<file path="config.mk">
export PLATFORM = sky130hd
export DESIGN_NAME = one_wire_bus_master_core
export DESIGN_NICKNAME = d
export VERILOG_FILES = /design/src/hdl/owm_pkg.sv /design/src/hdl/owm_cfg_regs.sv /design/src/hdl/owm_seq.sv /design/src/hdl/one_wire_bus_master_core.sv
export SDC_FILE = /design/constraint.sdc
export NUM_CORES = 1
export LEC_CHECK = 0
export BUFFER_PORTS_ARGS = -buffer_cell sky130_fd_sc_hd__buf_2
export CAP_MARGIN = 10
export CORE_ASPECT_RATIO = 0.75
export CORE_UTILIZATION = 55
export CTS_CLUSTER_DIAMETER = 60
export DETAILED_ROUTE_END_ITERATION = 8
export GPL_TIMING_DRIVEN = 0
export HOLD_SLACK_MARGIN = 0.06
export PLACE_DENSITY_LB_ADDON = 0.08
export SYNTH_ARGS = -nofsm -noshare
export SYNTH_HDL_FRONTEND = slang
export SYNTH_SLANG_ARGS = --single-unit
</file>
<file path="constraint.sdc">
create_clock -name aclk -period 12 [get_ports aclk]
set_input_delay 2.4 -clock aclk [delete_from_list [all_inputs] [get_ports aclk]]
set_output_delay 2.4 -clock aclk [all_outputs]
set_load 0.01 [all_outputs]
</file>
<file path="src/hdl/owm_pkg.sv">
package owm_pkg;

    localparam int COUNT_WIDTH = 10;
    localparam int NUM_REGS    = 8;
    localparam int REG_IDX_W   = 3;
    localparam int PHASE_W     = 4;
    localparam int BIT_IDX_W   = 3;
    localparam int TDATA_W     = 16;

    // register indexes
    localparam logic [REG_IDX_W-1:0] REG_RESET_LOW      = 3'd0;
    localparam logic [REG_IDX_W-1:0] REG_PRESENCE_SMPL  = 3'd1;
    localparam logic [REG_IDX_W-1:0] REG_RESET_RECOVERY = 3'd2;
    localparam logic [REG_IDX_W-1:0] REG_WRITE_LOW      = 3'd3;
    localparam logic [REG_IDX_W-1:0] REG_WRITE_HOLD     = 3'd4;
    localparam logic [REG_IDX_W-1:0] REG_READ_LOW       = 3'd5;
    localparam logic [REG_IDX_W-1:0] REG_READ_SAMPLE    = 3'd6;
    localparam logic [REG_IDX_W-1:0] REG_READ_RECOVERY  = 3'd7;

    // command kinds
    localparam logic [1:0] OP_RESET = 2'd0;
    localparam logic [1:0] OP_WRITE = 2'd1;
    localparam logic [1:0] OP_READ  = 2'd2;

    // sequencer phases; phase code minus one is the timing register index
    localparam logic [PHASE_W-1:0] PH_IDLE      = 4'd0;
    localparam logic [PHASE_W-1:0] PH_RST_LOW   = 4'd1;
    localparam logic [PHASE_W-1:0] PH_RST_WAIT  = 4'd2;
    localparam logic [PHASE_W-1:0] PH_RST_RECOV = 4'd3;
    localparam logic [PHASE_W-1:0] PH_WR_LOW    = 4'd4;
    localparam logic [PHASE_W-1:0] PH_WR_HOLD   = 4'd5;
    localparam logic [PHASE_W-1:0] PH_RD_LOW    = 4'd6;
    localparam logic [PHASE_W-1:0] PH_RD_WAIT   = 4'd7;
    localparam logic [PHASE_W-1:0] PH_RD_RECOV  = 4'd8;

    typedef logic [NUM_REGS-1:0][COUNT_WIDTH-1:0] owm_regs_t;

    localparam owm_regs_t REG_DEFAULTS = {
        10'd50, 10'd5, 10'd5, 10'd50, 10'd10, 10'd500, 10'd70, 10'd500
    };

    typedef struct packed {
        logic       line_level;
        logic [7:0] write_byte;
        logic [1:0] operation;
        logic       start_req;
    } owm_item_t;

    typedef struct packed {
        logic [7:0] read_byte;
        logic       presence_level;
        logic       done_res;
        logic       busy_res;
        logic       drive_low;
    } owm_result_t;

endpackage

</file>
<file path="src/hdl/owm_cfg_regs.sv">
module owm_cfg_regs (
    input  logic                              aclk,
    input  logic                              aresetn,
    input  logic                              cfg_wr_en,
    input  logic [owm_pkg::REG_IDX_W-1:0]     cfg_index,
    input  logic [owm_pkg::COUNT_WIDTH-1:0]   cfg_wdata,
    output owm_pkg::owm_regs_t                regs
);

    owm_pkg::owm_regs_t regs_reg;

    always_ff @(posedge aclk) begin
        if (!aresetn) begin
            regs_reg <= owm_pkg::REG_DEFAULTS;
        end else if (cfg_wr_en) begin
            regs_reg[cfg_index] <= cfg_wdata;
        end
    end

    assign regs = regs_reg;

endmodule

</file>
<file path="src/hdl/owm_seq.sv">
module owm_seq (
    input  logic                 aclk,
    input  logic                 aresetn,
    input  logic                 step_en,
    input  owm_pkg::owm_item_t   item,
    input  owm_pkg::owm_regs_t   regs,
    output owm_pkg::owm_result_t result
);

    logic [owm_pkg::PHASE_W-1:0]     phase_reg, phase_next;
    logic [owm_pkg::COUNT_WIDTH-1:0] tick_reg, tick_next;
    logic [owm_pkg::BIT_IDX_W-1:0]   bit_reg, bit_next;
    logic [7:0]                      shift_reg, shift_next;
    logic                            pres_reg, pres_next;
    logic [7:0]                      rbyte_reg, rbyte_next;

    logic [owm_pkg::PHASE_W-1:0]     ph;
    logic [owm_pkg::PHASE_W-1:0]     ph_off;
    logic [owm_pkg::COUNT_WIDTH-1:0] tick_cur;
    logic [owm_pkg::COUNT_WIDTH-1:0] tick_inc;
    logic [owm_pkg::COUNT_WIDTH-1:0] len;
    logic [owm_pkg::BIT_IDX_W-1:0]   bit_cur;
    logic [7:0]                      shift_cur;
    logic                            interval_end;
    logic                            drive, busy, done;

    always_comb begin
        ph        = phase_reg;
        tick_cur  = tick_reg;
        bit_cur   = bit_reg;
        shift_cur = shift_reg;
        // drop unknown phase codes back to idle
        if (ph > owm_pkg::PH_RD_RECOV) begin
            ph = owm_pkg::PH_IDLE;
        end
        if (ph == owm_pkg::PH_IDLE && item.start_req) begin
            case (item.operation)
                owm_pkg::OP_RESET: begin
                    ph       = owm_pkg::PH_RST_LOW;
                    tick_cur = '0;
                    bit_cur  = '0;
                end
                owm_pkg::OP_WRITE: begin
                    ph        = owm_pkg::PH_WR_LOW;
                    tick_cur  = '0;
                    bit_cur   = '0;
                    shift_cur = item.write_byte;
                end
                owm_pkg::OP_READ: begin
                    ph        = owm_pkg::PH_RD_LOW;
                    tick_cur  = '0;
                    bit_cur   = '0;
                    shift_cur = '0;
                end
                default: ;
            endcase
        end

        ph_off       = ph - owm_pkg::PH_RST_LOW;
        len          = regs[ph_off[owm_pkg::REG_IDX_W-1:0]];
        tick_inc     = tick_cur + 1'b1;
        // a zero register acts as one tick; a wrapped count also ends the interval
        interval_end = (tick_inc >= len) || (tick_inc == '0);

        phase_next = ph;
        tick_next  = tick_cur;
        bit_next   = bit_cur;
        shift_next = shift_cur;
        pres_next  = pres_reg;
        rbyte_next = rbyte_reg;
        drive      = 1'b0;
        busy       = 1'b0;
        done       = 1'b0;

        if (ph != owm_pkg::PH_IDLE) begin
            busy = 1'b1;
            case (ph)
                owm_pkg::PH_RST_LOW, owm_pkg::PH_WR_LOW, owm_pkg::PH_RD_LOW: drive = 1'b1;
                owm_pkg::PH_WR_HOLD: drive = ~shift_cur[0];
                default: drive = 1'b0;
            endcase
            tick_next = tick_inc;
            if (interval_end) begin
                tick_next = '0;
                case (ph)
                    owm_pkg::PH_RST_LOW:  phase_next = owm_pkg::PH_RST_WAIT;
                    owm_pkg::PH_RST_WAIT: begin
                        pres_next  = item.line_level;
                        phase_next = owm_pkg::PH_RST_RECOV;
                    end
                    owm_pkg::PH_RST_RECOV: begin
                        done       = 1'b1;
                        phase_next = owm_pkg::PH_IDLE;
                    end
                    owm_pkg::PH_WR_LOW:   phase_next = owm_pkg::PH_WR_HOLD;
                    owm_pkg::PH_WR_HOLD: begin
                        shift_next = {1'b0, shift_cur[7:1]};
                        bit_next   = bit_cur + 1'b1;
                        if (&bit_cur) begin
                            done       = 1'b1;
                            phase_next = owm_pkg::PH_IDLE;
                        end else begin
                            phase_next = owm_pkg::PH_WR_LOW;
                        end
                    end
                    owm_pkg::PH_RD_LOW:   phase_next = owm_pkg::PH_RD_WAIT;
                    owm_pkg::PH_RD_WAIT: begin
                        shift_next = {item.line_level, shift_cur[7:1]};
                        phase_next = owm_pkg::PH_RD_RECOV;
                    end
                    owm_pkg::PH_RD_RECOV: begin
                        bit_next = bit_cur + 1'b1;
                        if (&bit_cur) begin
                            rbyte_next = shift_cur;
                            done       = 1'b1;
                            phase_next = owm_pkg::PH_IDLE;
                        end else begin
                            phase_next = owm_pkg::PH_RD_LOW;
                        end
                    end
                    default: phase_next = owm_pkg::PH_IDLE;
                endcase
            end
        end
    end

    always_ff @(posedge aclk) begin
        if (!aresetn) begin
            phase_reg <= owm_pkg::PH_IDLE;
            tick_reg  <= '0;
            bit_reg   <= '0;
            shift_reg <= '0;
            pres_reg  <= 1'b1;
            rbyte_reg <= '0;
        end else if (step_en) begin
            phase_reg <= phase_next;
            tick_reg  <= tick_next;
            bit_reg   <= bit_next;
            shift_reg <= shift_next;
            pres_reg  <= pres_next;
            rbyte_reg <= rbyte_next;
        end
    end

    assign result.drive_low      = drive;
    assign result.busy_res       = busy;
    assign result.done_res       = done;
    assign result.presence_level = pres_next;
    assign result.read_byte      = rbyte_next;

endmodule

</file>
<file path="src/hdl/one_wire_bus_master_core.sv">
// 1-Wire bus master core.
// Each input beat on the s_ channel is one bus tick (nominally 1 us): it
// carries a command request (start_req, operation, write_byte) and the
// sampled bus level. A request is taken only while idle; the command starts
// on that beat and runs over the following ones; requests meanwhile are ignored.
// Each input beat yields exactly one output beat on the m_ channel with
// drive_low for the open-drain pad, busy/done flags, the last presence
// level and the last read byte.
// The cfg_* port writes the eight 10-bit interval registers (ticks); write
// them only while the core is idle. A value of zero counts as one tick.
// A taken beat waits in the input register and is processed by the sequencer
// as it moves to the output register. Throughput: one beat per cycle while
// m_tready is high, set by the single sequencer pass between the input and output registers.
// When m_tready is low the output register holds its beat, the input
// register fills, and s_tready drops until the output drains.
// Reset (aresetn low, synchronous) returns the sequencer to idle, restores
// the register defaults and empties both stages.
module one_wire_bus_master_core (
    input  logic                                aclk,
    input  logic                                aresetn,
    input  logic                                s_tvalid,
    output logic                                s_tready,
    // [0] start_req, [2:1] operation, [10:3] write_byte, [11] line_level
    input  logic [owm_pkg::TDATA_W-1:0]         s_tdata,
    output logic                                m_tvalid,
    input  logic                                m_tready,
    // [0] drive_low, [1] busy_res, [2] done_res, [3] presence_level,
    // [11:4] read_byte
    output logic [owm_pkg::TDATA_W-1:0]         m_tdata,
    input  logic                                cfg_wr_en,
    input  logic [owm_pkg::REG_IDX_W-1:0]       cfg_index,
    input  logic [owm_pkg::COUNT_WIDTH-1:0]     cfg_wdata
);

    localparam int ITEM_W = $bits(owm_pkg::owm_item_t);
    localparam int RES_W  = $bits(owm_pkg::owm_result_t);

    owm_pkg::owm_regs_t   regs;
    owm_pkg::owm_item_t   in_reg;
    logic                 in_vld_reg;
    owm_pkg::owm_result_t out_reg;
    owm_pkg::owm_result_t result;
    logic                 out_vld_reg;
    logic                 adv;

    assign adv      = in_vld_reg && (!out_vld_reg || m_tready);
    assign s_tready = !in_vld_reg || adv;

    owm_cfg_regs u_cfg (
        .aclk      (aclk),
        .aresetn   (aresetn),
        .cfg_wr_en (cfg_wr_en),
        .cfg_index (cfg_index),
        .cfg_wdata (cfg_wdata),
        .regs      (regs)
    );

    owm_seq u_seq (
        .aclk    (aclk),
        .aresetn (aresetn),
        .step_en (adv),
        .item    (in_reg),
        .regs    (regs),
        .result  (result)
    );

    always_ff @(posedge aclk) begin
        if (!aresetn) begin
            in_vld_reg  <= 1'b0;
            out_vld_reg <= 1'b0;
        end else begin
            if (s_tvalid && s_tready) begin
                in_vld_reg <= 1'b1;
            end else if (adv) begin
                in_vld_reg <= 1'b0;
            end
            if (adv) begin
                out_vld_reg <= 1'b1;
            end else if (m_tready) begin
                out_vld_reg <= 1'b0;
            end
        end
    end

    always_ff @(posedge aclk) begin
        if (s_tvalid && s_tready) begin
            in_reg <= s_tdata[ITEM_W-1:0];
        end
        if (adv) begin
            out_reg <= result;
        end
    end

    assign m_tvalid = out_vld_reg;
    assign m_tdata  = {{(owm_pkg::TDATA_W-RES_W){1'b0}}, out_reg};

endmodule

</file>
==> results of run 1 <==
## power groups by stage
| stage | clock network, W | registers (W) | logic [W] |
|---|---|---|---|
| after floorplan | 0 | 0.000507 | 0.0000961 |
| after global placement | 0 | 0.000507 | 0.000133 |
| after detailed placement | 0 | 0.000508 | 0.000136 |
| after CTS | 0.000581 | 0.000498 | 0.000137 |
| after global routing | 0.000603 | 0.000499 | 0.000152 |
| final | 0.000581 | 0.000498 | 0.000139 |
## metrics by stage
| stage | setup slack (ns) | hold slack [ns] |
|---|---|---|
| 5_1_grt | 5.39 | 0.473 |
| 4_1_cts | 5.88 | 0.454 |
| 6_report | 5.91 | 0.454 |
| 3_3_place_gp | 5.89 | 0.438 |
| 3_5_place_dp | 5.91 | 0.445 |
| 2_1_floorplan | 6.90 | 0.433 |
## critical path, delay by kind of cell (launching register included)
kind / cells / cell delay, ns
AOI/OAI and AO/OA: 4 / 1.20
xor gates and xnor gates: 1 / 0.45
adders and majority gates: 2 / 0.62
buffers and inverters: 7 / 1.75
DFF: 1 / 0.30
muxes: 3 / 1.00
and+or+nand+nor: 4 / 0.53
## worst max path at each step
stage | startpoint | endpoint | slack (ns) | depth (start not counted)
2_1_floorplan | m_tready | s_tready | 6.90 | 2
4_1_cts | u_seq.phase_reg[3]$_SDFFE_PN0P_ | m_tdata[4]$_DFFE_PP_ | 5.88 | 21
3_3_place_gp | u_seq.phase_reg[0]$_SDFFE_PN0P_ | m_tdata[4]$_DFFE_PP_ | 5.89 | 21
6_report | u_seq.phase_reg[3]$_SDFFE_PN0P_ | m_tdata[4]$_DFFE_PP_ | 5.91 | 21
5_1_grt | u_seq.phase_reg[3]$_SDFFE_PN0P_ | m_tdata[4]$_DFFE_PP_ | 5.39 | 21
3_5_place_dp | u_seq.phase_reg[0]$_SDFFE_PN0P_ | m_tdata[4]$_DFFE_PP_ | 5.91 | 21
## kinds of logic (layout without fill, tap and decap cells)
group                      Yosys count  in the layout  share of synthesized area
DFF                                140            140                      0.448
other                                1              4                   0.000553
muxes                               50             50                      0.114
xor gates and xnor gates             9              9                     0.0127
buffers and inverters               72            135                     0.0463
adders and majority gates           21             21                     0.0387
and+or+nand+nor                    327            327                      0.212
AOI/OAI and AO/OA                  135            135                      0.127
## final cells by class
| class | instances | area share |
|---|---|---|
| tap | 162 | 0.0260 |
| multi-input combinational | 546 | 0.441 |
| clock buffer | 18 | 0.0550 |
| sequential | 140 | 0.390 |
| clock inverter | 14 | 0.0279 |
| inverter | 18 | 0.00866 |
| timing repair buffer | 31 | 0.0205 |
| buffer | 54 | 0.0316 |
## layout by cell type (no fill, tap or decap), types with 10 or more instances in the layout
cell,count
nor2_1,27
mux2_2,12
mux4_2,20
dfxtp_1,116
edfxtp_1,24
a21boi_0,12
ha_1,21
clkbuf_1,27
a21oi_1,55
nand2_1,199
mux2i_1,17
buf_2,33
buf_1,16
a31oi_1,12
and2_1,10
inv_1,17
nand3_1,52
clkbuf_16,17
o21ai_0,18
## layer usage
layer,vias to the layer above,wire [um]
li1,2734,-
met1,2797,8310
met2,303,7700
met3,35,1910
met4,0,309
met5,-,0
==> metrics, run 1 <==
top post-synthesis cells by count=199 x nand2_1, 116 x dfxtp_1, 55 x a21oi_1; CP max stage cell=clkbuf_1; crit start category=flop; clk slew on worst S/H paths=0.06 ns; Post-Place Cells=951; Num CTS Buffers=17; run status=complete, no violations; hold path depth=2; Initial Util=0.576; Iter 0 DRT Violations=699; Max stage delay on crit path=0.54 ns; gr usage total=0.301; fill count=slightly below 1000; Reg area=0.00304 mm2; met2 layer usage reported by global route=0.421; Pint=0.000913 W; GRT busiest layer=met1; crit path cell chain=clkbuf_1 -> xnor2_1 -> nor3b_2 -> a21oi_1 -> buf_2 -> inv_1 -> ha_1 -> clkbuf_1 -> mux4_2 -> mux2_2 -> ha_1 -> nor2b_1 -> o21ai_0 -> a41oi_1 -> o21ai_0 -> or2_1 -> buf_6 -> and2_4 -> buf_6 -> buf_6 -> mux2_4; Layout Cells excl Fill=983; Hold Vio Cnt, Final=0; Post-Syn Area=between 0.006 and 0.007 mm2; Critical Path Most Common Cell=buf_6; Arr. time, crit path=6.26 ns; WL final=18200 um; worst min path class=reg -> reg; Post-synth ARST share=0; number of diodes=0; Critical Path RT=12.17 ns; kind of critical path=reg -> reg; pwr/cell area=156 mW/mm2; combinational share of power=0.114; Tcrit/Tclk final=0.507; vias in the first global route=about 5400; hold endpoint=u_cfg.regs[29]$_SDFFE_PN0P_; peak supply drop=110 uV; slew margin rel.=0.289; library cells used by synthesis=60; synthesized flop and latch total=140; Yosys warning count=0; # IOs=52; drt pass-1 iters=5; Routed Antenna Nets=0; setup total negative slack=0 ns; Switching Fraction=0.251; die extent in x=130 um; htree depth=4; Yosys top cell area share=0.342; Synth Instances=755; Nets=863; design area=0.00781 mm2; Peak Freq=0.164 GHz; min-delay src=u_cfg.regs[29]$_SDFFE_PN0P_; DP HPWL=12900 um; Sink Count=between 100 and 150; Post-synth EDFFs=24; Yosys top cell by area=dfxtp_1; port bufs=29; antenna violations before repair=0; postcts setup bufs=0; count leader, synth=nand2_1; RSZ-0062 raised after global routing=false; multi-input logic area=0.00344 mm2; max reg flops=80; Clk Latency, worst-skew pair=about 0.42 ns; Routed WL per cell=between 15 and 20 um; Clock Path Buffers=2; Clock Root Buffer=clkbuf_16; Overflow after GRT=0; Core Util, Final=0.662; Register-to-Register Setup Slack=5.91 ns; Period minus WS final=6.09 ns; Slew Viols, Final=0; GR Util met1=0.462; Max Cap Viol=0; Placed Area=slightly above 0.007 mm2; worst r2r src=u_seq.phase_reg[3]$_SDFFE_PN0P_; largest net degree at the start of global routing=22; overall power=0.00122 W; Final Skew=0.0114 ns; Chip Height=98.2 um; Crit Path Max Fanout=11; drt drc=0; GP Congestion=0.900; sequential-to-total area share from yosys stat=0.448; Synth Area per Inst=8.99 um2; Clock Power Share=0.477; site row count=34; TritonCTS clock tree=built; Hold Buf Count CTS=0; worst-margin pin slew=1.07 ns; Die ar.=0.0128 mm2; Critical Path End Type=flop; R2R cell count=21; prevailing post-synth register cell=dfxtp_1; first-pass GRT wire length=28800 um; NetSw=0.000305 W; post_cts resized=0; RR Endpoint=m_tdata[4]$_DFFE_PP_; vias after detailed routing=5869; P&R area growth vs syn=15.0%; total core area=0.0118 mm2; share of cells above drive strength 1=0.140; synth top area cells=dfxtp_1 34%, nand2_1 11%, edfxtp_1 11%; DR vias/cell=5.97; Leak=3.08 nW; # setup viols final=0; grt met3 use=0.0647; sequential share of power=0.409
(Power assumes the default switching activity.)
==> inputs of run 2 (changes only) <==
- clock period: 12 -> 6.3 ns (I/O delays scaled with it)
==> run 2 against run 1 <==
Worst setup slack got worse by 5.3 ns. Critical path depth fell by 1. Utilization rose by 0.16 points. Final cell count did not move. Sequential share of layout area fell by 0.093 points. Flip-flop and latch count did not move. Register-to-register slack got worse by 5.3 ns.
==> metrics, run 2 (same netlist as run 1, synthesis figures left out) <==
Register-to-Register Setup Slack=0.60 ns (was 5.91 ns); Period minus WS final=5.70 ns (was 6.09 ns); Chip Height=98.2 um (unchanged); Sink Count=140 (unchanged); crit start category=flop (unchanged); Leak=3.09 nW (was 3.08 nW); pwr/cell area=297 mW/mm2 (was 156 mW/mm2); multi-input logic area=0.00345 mm2 (was 0.00344 mm2); Iter 0 DRT Violations=668 (was 699); # setup viols final=0 (unchanged); total core area=0.0118 mm2 (unchanged); TritonCTS clock tree=built (unchanged); gr usage total=0.301 (unchanged); slew margin rel.=0.271 (was 0.289); first-pass GRT wire length=28800 um (unchanged); Max Cap Viol=0 (unchanged); Num CTS Buffers=17 (unchanged); Critical Path RT=6.47 ns (was 12.17 ns); DP HPWL=12900 um (unchanged); number of diodes=0 (unchanged); vias after detailed routing=5893 (was 5869); DR vias/cell=5.99 (was 5.97); WL final=18200 um (about the same); Switching Fraction=0.251 (about the same); min-delay src=u_cfg.regs[29]$_SDFFE_PN0P_ (unchanged); antenna violations before repair=0 (unchanged); Die ar.=0.0128 mm2 (unchanged); Hold Vio Cnt, Final=0 (unchanged); Reg area=0.00304 mm2 (unchanged); GP Congestion=0.900 (unchanged); run status=complete, no violations (unchanged); most frequent cells in the layout=199 x nand2_1, 116 x dfxtp_1, 54 x a21oi_1, 52 x nand3_1, 33 x buf_2 (was 199 x nand2_1, 116 x dfxtp_1, 55 x a21oi_1, 52 x nand3_1, 33 x buf_2); commonest non-fill, non-tap cell in the layout=nand2_1 (unchanged); hold endpoint=u_cfg.regs[29]$_SDFFE_PN0P_ (unchanged); Peak Freq=0.175 GHz (was 0.164 GHz); Routed Antenna Nets=0 (unchanged); Pint=0.00174 W (was 0.000913 W); peak supply drop=209 uV (was 110 uV); htree depth=4 (unchanged); R2R cell count=20 (was 21); Routed WL per cell=18.5 um (about the same); Tcrit/Tclk final=0.905 (was 0.507); hold path depth=2 (unchanged); Crit Path Max Fanout=10 (was 11); postcts setup bufs=0 (unchanged); kind of critical path=reg -> reg (unchanged); Nets=863 (unchanged); Clock Path Buffers=2 (unchanged); drt drc=0 (unchanged); vias in the first global route=5427 (unchanged); worst min path class=reg -> reg (unchanged); Initial Util=0.576 (unchanged); worst-margin pin slew=1.09 ns (was 1.07 ns); Hold Buf Count CTS=0 (unchanged); setup total negative slack=0 ns (unchanged); die extent in x=130 um (unchanged); P&R area growth vs syn=15.3% (was 15.0%); RSZ-0062 raised after global routing=false (unchanged); combinational share of power=0.115 (was 0.114); Core Util, Final=0.664 (was 0.662); site row count=34 (unchanged); Final Skew=0.0109 ns (was 0.0114 ns); RR Endpoint=m_tdata[4]$_DFFE_PP_ (unchanged); sequential share of power=0.408 (was 0.409); NetSw=0.000583 W (was 0.000305 W); largest net degree at the start of global routing=22 (unchanged); Critical Path End Type=flop (unchanged); Clk Latency, worst-skew pair=0.42 ns (about the same); Overflow after GRT=0 (unchanged); Clock Root Buffer=clkbuf_16 (unchanged); worst r2r src=u_seq.phase_reg[3]$_SDFFE_PN0P_ (unchanged); Slew Viols, Final=0 (unchanged); Clock Power Share=0.476 (was 0.477); share of cells above drive strength 1=0.145 (was 0.140); clk slew on worst S/H paths=0.06 ns (about the same); max reg flops=80 (unchanged); port bufs=29 (unchanged); fill count=958 (was 963); # IOs=52 (unchanged); drt pass-1 iters=5 (unchanged); Arr. time, crit path=5.87 ns (was 6.26 ns)
## run 2: cell counts in the layout (fill, tap and decap cells not counted)
No cell type changed its count.
## run 2: power by group through the flow
stage	Sequential [W]	Clock, W	Combinational, W
floorplan	0.000966	0	0.000183
global placement	0.000966	0	0.000254
detailed placement	0.000967	0	0.000259
CTS	0.000948	0.00111	0.000261
global route	0.000951	0.00115	0.000293
finish	0.000949	0.00111	0.000268
## run 2: layout make-up
cell class / instances / area share
clock inverter: 14 / 0.0278
buffer: 54 / 0.0320
tap: 162 / 0.0259
clock buffer: 18 / 0.0548
inverter: 18 / 0.00863
sequential: 140 / 0.389
timing repair buffer: 31 / 0.0205
multi-input combinational: 546 / 0.441
## run 2: worst max path at each step
stage                                          from                    to
finish              u_seq.phase_reg[3]$_SDFFE_PN0P_  m_tdata[4]$_DFFE_PP_
global placement    u_seq.phase_reg[0]$_SDFFE_PN0P_  m_tdata[4]$_DFFE_PP_
global route        u_seq.phase_reg[3]$_SDFFE_PN0P_  m_tdata[4]$_DFFE_PP_
floorplan           u_seq.phase_reg[0]$_SDFFE_PN0P_  m_tdata[4]$_DFFE_PP_
CTS                 u_seq.phase_reg[3]$_SDFFE_PN0P_  m_tdata[4]$_DFFE_PP_
detailed placement  u_seq.phase_reg[0]$_SDFFE_PN0P_  m_tdata[4]$_DFFE_PP_
## run 2: per-layer routing
layer / routed length (um) / global-route usage
met1: 8390 / 0.462
met2: 7720 / 0.421
met3: 1760 / 0.0647
met4: 311 / 0.0886
met5: 0 / 0
## run 2: worst max-delay path, stage by stage, from the launching register on
cell and delay, ns:
dfxtp_1 0.31, clkbuf_1 0.36, xnor2_1 0.25, nor3b_2 0.47, clkbuf_2 0.34, a21oi_1 0.19, ha_1 0.22, clkbuf_1 0.25
xnor2_4 0.53, mux2_2 0.40, ha_1 0.27, nor2b_1 0.04, o21ai_0 0.18, a41oi_1 0.15, o21ai_0 0.44, or2_1 0.18
buf_6 0.13, and2_4 0.14, buf_6 0.13, buf_6 0.15, mux2_4 0.30
## run 2: timing repair
| item | CTS | global route |
|---|---|---|
| gates resized for setup | 0 | 9 |
| hold endpoints to repair | 0 | 0 |
| endpoints found under the setup margin | 0 | 34 |
## run 2: metrics by stage
| step | setup slack (ns) | cell area (um2) | total power (W) | std cells | hold WS, ns |
|---|---|---|---|---|---|
| 4_1_cts | 0.180 | 7810 | 0.00232 | 983 | 0.454 |
| 3_5_place_dp | 0.213 | 7160 | 0.00123 | 951 | 0.445 |
| 3_3_place_gp | 0.190 | 7140 | 0.00122 | 949 | 0.438 |
| 6_report | 0.598 | 7830 | 0.00232 | 983 | 0.455 |
| 2_1_floorplan | 1.33 | 6800 | 0.00115 | 758 | 0.433 |
| 5_1_grt | 0.147 | 7830 | 0.00239 | 983 | 0.473 |
==> inputs of run 3 (changes only) <==
- CTS_BUF_LIST: default -> sky130_fd_sc_hd__clkbuf_8
==> run 3 against run 2 <==
Sequential power hardly changed. Worst setup slack worse by 0.17 ns. Clock power down 24%. Clock-buffer cell count is 1 lower. First-iteration DRC count is 5.2% higher. Flip-flop and latch count unchanged. Final area decreased by 2.5%. Via count is 0.95% lower. Critical path depth is the same. Combinational power is essentially flat. Sequential share of layout area grew 0.98 points. Final cell count did not move. Largest cell class unchanged.
==> metrics, run 3 (same netlist as run 1, synthesis figures left out) <==
run status=complete, no violations (unchanged); htree depth=4 (unchanged); GP Congestion=0.900 (unchanged); Sink Count=140 (unchanged); TritonCTS clock tree=built (unchanged); Clock Path Buffers=2 (unchanged); port bufs=29 (unchanged); Critical Path End Type=flop (unchanged); combinational share of power=0.130 (was 0.115); pwr/cell area=270 mW/mm2 (was 297 mW/mm2); Setup crit end=m_tdata[4]$_DFFE_PP_ (unchanged); # IOs=52 (unchanged); top cell family by delay on the critical path=buffers and inverters (unchanged); slew margin rel.=0.283 (was 0.271); Crit Path Max Fanout=10 (unchanged); Clock Power Share=0.410 (was 0.476); Layout Cells excl Fill=983 (unchanged); WL final=18000 um (was 18200 um); Clk Latency, worst-skew pair=0.46 ns (was 0.42 ns); Post-Place Cells=951 (unchanged); Nets=863 (unchanged); number of diodes=0 (unchanged); CP max stage cell=xnor2_4 (unchanged); Routed WL per cell=18.3 um (was 18.5 um); fill count=994 (was 958); Max stage delay on crit path=0.53 ns (about the same); Worst Path Buf+Inv=6 (unchanged); worst r2r src=u_seq.phase_reg[3]$_SDFFE_PN0P_ (unchanged); Iter 0 DRT Violations=703 (was 668); met1 WL=8390 um (about the same); DP HPWL=12900 um (unchanged); Register-to-Register Setup Slack=0.43 ns (was 0.60 ns); total core area=0.0118 mm2 (unchanged); Highest Signal Layer=met4 (unchanged); P&R area growth vs syn=12.5% (was 15.3%); Pint=0.00151 W (was 0.00174 W); WL met2=7500 um (was 7720 um); site row count=34 (unchanged); Slew Viols, Final=0 (unchanged); die extent in x=130 um (unchanged); crit start category=flop (unchanged); drt pass-1 iters=6 (was 5); Max Cap Viol=0 (unchanged); crit path cell chain=clkbuf_1 -> xnor2_1 -> nor3b_2 -> clkbuf_1 -> a21oi_1 -> ha_1 -> clkbuf_1 -> xnor2_4 -> mux2_2 -> ha_1 -> nor2b_1 -> o21ai_0 -> a41oi_1 -> o21ai_0 -> or2_1 -> buf_6 -> and2_4 -> buf_6 -> buf_6 -> mux2_4 (was clkbuf_1 -> xnor2_1 -> nor3b_2 -> clkbuf_2 -> a21oi_1 -> ha_1 -> clkbuf_1 -> xnor2_4 -> mux2_2 -> ha_1 -> nor2b_1 -> o21ai_0 -> a41oi_1 -> o21ai_0 -> or2_1 -> buf_6 -> and2_4 -> buf_6 -> buf_6 -> mux2_4); DR WL met3=1850 um (was 1760 um); Switching Fraction=0.268 (was 0.251); Setup crit start=u_seq.phase_reg[3]$_SDFFE_PN0P_ (unchanged); Reg area=0.00304 mm2 (unchanged); NetSw=0.000551 W (was 0.000583 W); largest net degree at the start of global routing=22 (unchanged); Tcrit/Tclk final=0.932 (was 0.905); peak supply drop=173 uV (was 209 uV); antenna violations before repair=0 (unchanged); DR vias/cell=5.94 (was 5.99); worst-margin pin slew=1.08 ns (was 1.09 ns); CP Depth=20 (unchanged); Period minus WS final=5.87 ns (was 5.70 ns); Critical Path RT=6.52 ns (was 6.47 ns); RSZ-0062 raised after global routing=false (unchanged); # setup viols final=0 (unchanged); commonest non-fill, non-tap cell in the layout=nand2_1 (unchanged); max reg flops=80 (unchanged); vias in the first global route=5370 (was 5427); Arr. time, crit path=6.09 ns (was 5.87 ns); vias after detailed routing=5837 (was 5893); setup total negative slack=0 ns (unchanged); kind of critical path=reg -> reg (unchanged); Die ar.=0.0128 mm2 (unchanged); Final Skew=0.0186 ns (was 0.0109 ns); Leak=3.00 nW (was 3.09 nW); first-pass GRT wire length=28400 um (was 28800 um); Routed Antenna Nets=0 (unchanged); multi-input logic area=0.00345 mm2 (unchanged); share of cells above drive strength 1=0.144 (was 0.145); Num CTS Buffers=17 (unchanged); drt drc=0 (unchanged); Clock Root Buffer=clkbuf_8 (was clkbuf_16); Hold Vio Cnt, Final=0 (unchanged); gr usage total=0.298 (was 0.301); Chip Height=98.2 um (unchanged); postcts setup bufs=0 (unchanged); Initial Util=0.576 (unchanged); R2R cell count=20 (unchanged); Overflow after GRT=0 (unchanged); clk slew on worst S/H paths=0.08 ns (was 0.06 ns); worst min path class=reg -> reg (unchanged); sequential share of power=0.460 (was 0.408); RR Endpoint=m_tdata[4]$_DFFE_PP_ (unchanged); most frequent cells in the layout=199 x nand2_1, 116 x dfxtp_1, 54 x a21oi_1, 52 x nand3_1, 33 x buf_2 (unchanged); Peak Freq=0.170 GHz (was 0.175 GHz); overall power=0.00206 W (was 0.00232 W)
## run 3: cell count changes in the layout (fill, tap and decap cells not counted)
cell / change
clkbuf_8: +17
inv_1: +1
clkbuf_16: -17
clkbuf_2: -1
## run 3: area by class of cell
type | count | share of cell area
flip-flops and latches | 140 | 0.399
inverters | 18 | 0.00885
repair buffers | 31 | 0.0210
multi-input cells | 546 | 0.453
clock inverters | 15 | 0.0290
well taps | 162 | 0.0266
clock buffers | 17 | 0.0307
plain buffers | 54 | 0.0326
## run 3: power by group through the flow
stage               Clock [W]  Combinational (W)  Sequential [W]
floorplan                   0           0.000183        0.000966
global placement            0           0.000254        0.000966
detailed placement          0           0.000259        0.000967
CTS                  0.000841           0.000260        0.000947
global route         0.000888           0.000292        0.000950
finish               0.000842           0.000267        0.000947
## run 3: timing repair
item	in CTS	in global routing
hold buffers	0	0
setup endpoints to repair	0	30
gates resized for setup	0	7
## run 3: metal layers
layer,global-route usage,vias to the layer above
li1,-,2734
met1,0.462,2788
met2,0.410,291
met3,0.0745,24
met4,0.0751,0
met5,0,-
## run 3: metrics by stage
stage | area (um2) | hold WS [ns] | worst slack, ns | utilization
CTS | 7610 | 0.457 | 0.190 | 0.646
detailed placement | 7160 | 0.445 | 0.213 | 0.608
finish | 7630 | 0.459 | 0.428 | 0.648
global placement | 7140 | 0.438 | 0.190 | 0.606
global route | 7630 | 0.478 | 0.00113 | 0.648
floorplan | 6800 | 0.433 | 1.33 | -
## run 3: worst min path at each step
| stage | from | end | slack (ns) | cells past startpoint |
|---|---|---|---|---|
| detailed placement | u_cfg.regs[68]$_SDFFE_PN0P_ | u_cfg.regs[68]$_SDFFE_PN0P_ | 0.45 | 2 |
| CTS | u_cfg.regs[68]$_SDFFE_PN0P_ | u_cfg.regs[68]$_SDFFE_PN0P_ | 0.46 | 2 |
| global placement | u_cfg.regs[43]$_SDFFE_PN0P_ | u_cfg.regs[43]$_SDFFE_PN0P_ | 0.44 | 2 |
| floorplan | u_cfg.regs[29]$_SDFFE_PN0P_ | u_cfg.regs[29]$_SDFFE_PN0P_ | 0.43 | 2 |
| global route | u_seq.shift_reg[5]$_SDFFE_PN0P_ | u_seq.shift_reg[5]$_SDFFE_PN0P_ | 0.48 | 2 |
| finish | u_cfg.regs[56]$_SDFFE_PN0P_ | u_cfg.regs[56]$_SDFFE_PN0P_ | 0.46 | 2 |
## run 3: tightest hold or removal path: stages (launching register included)
cell and delay, ns:
dfxtp_1 0.32, nand2_1 0.05, a21oi_1 0.05
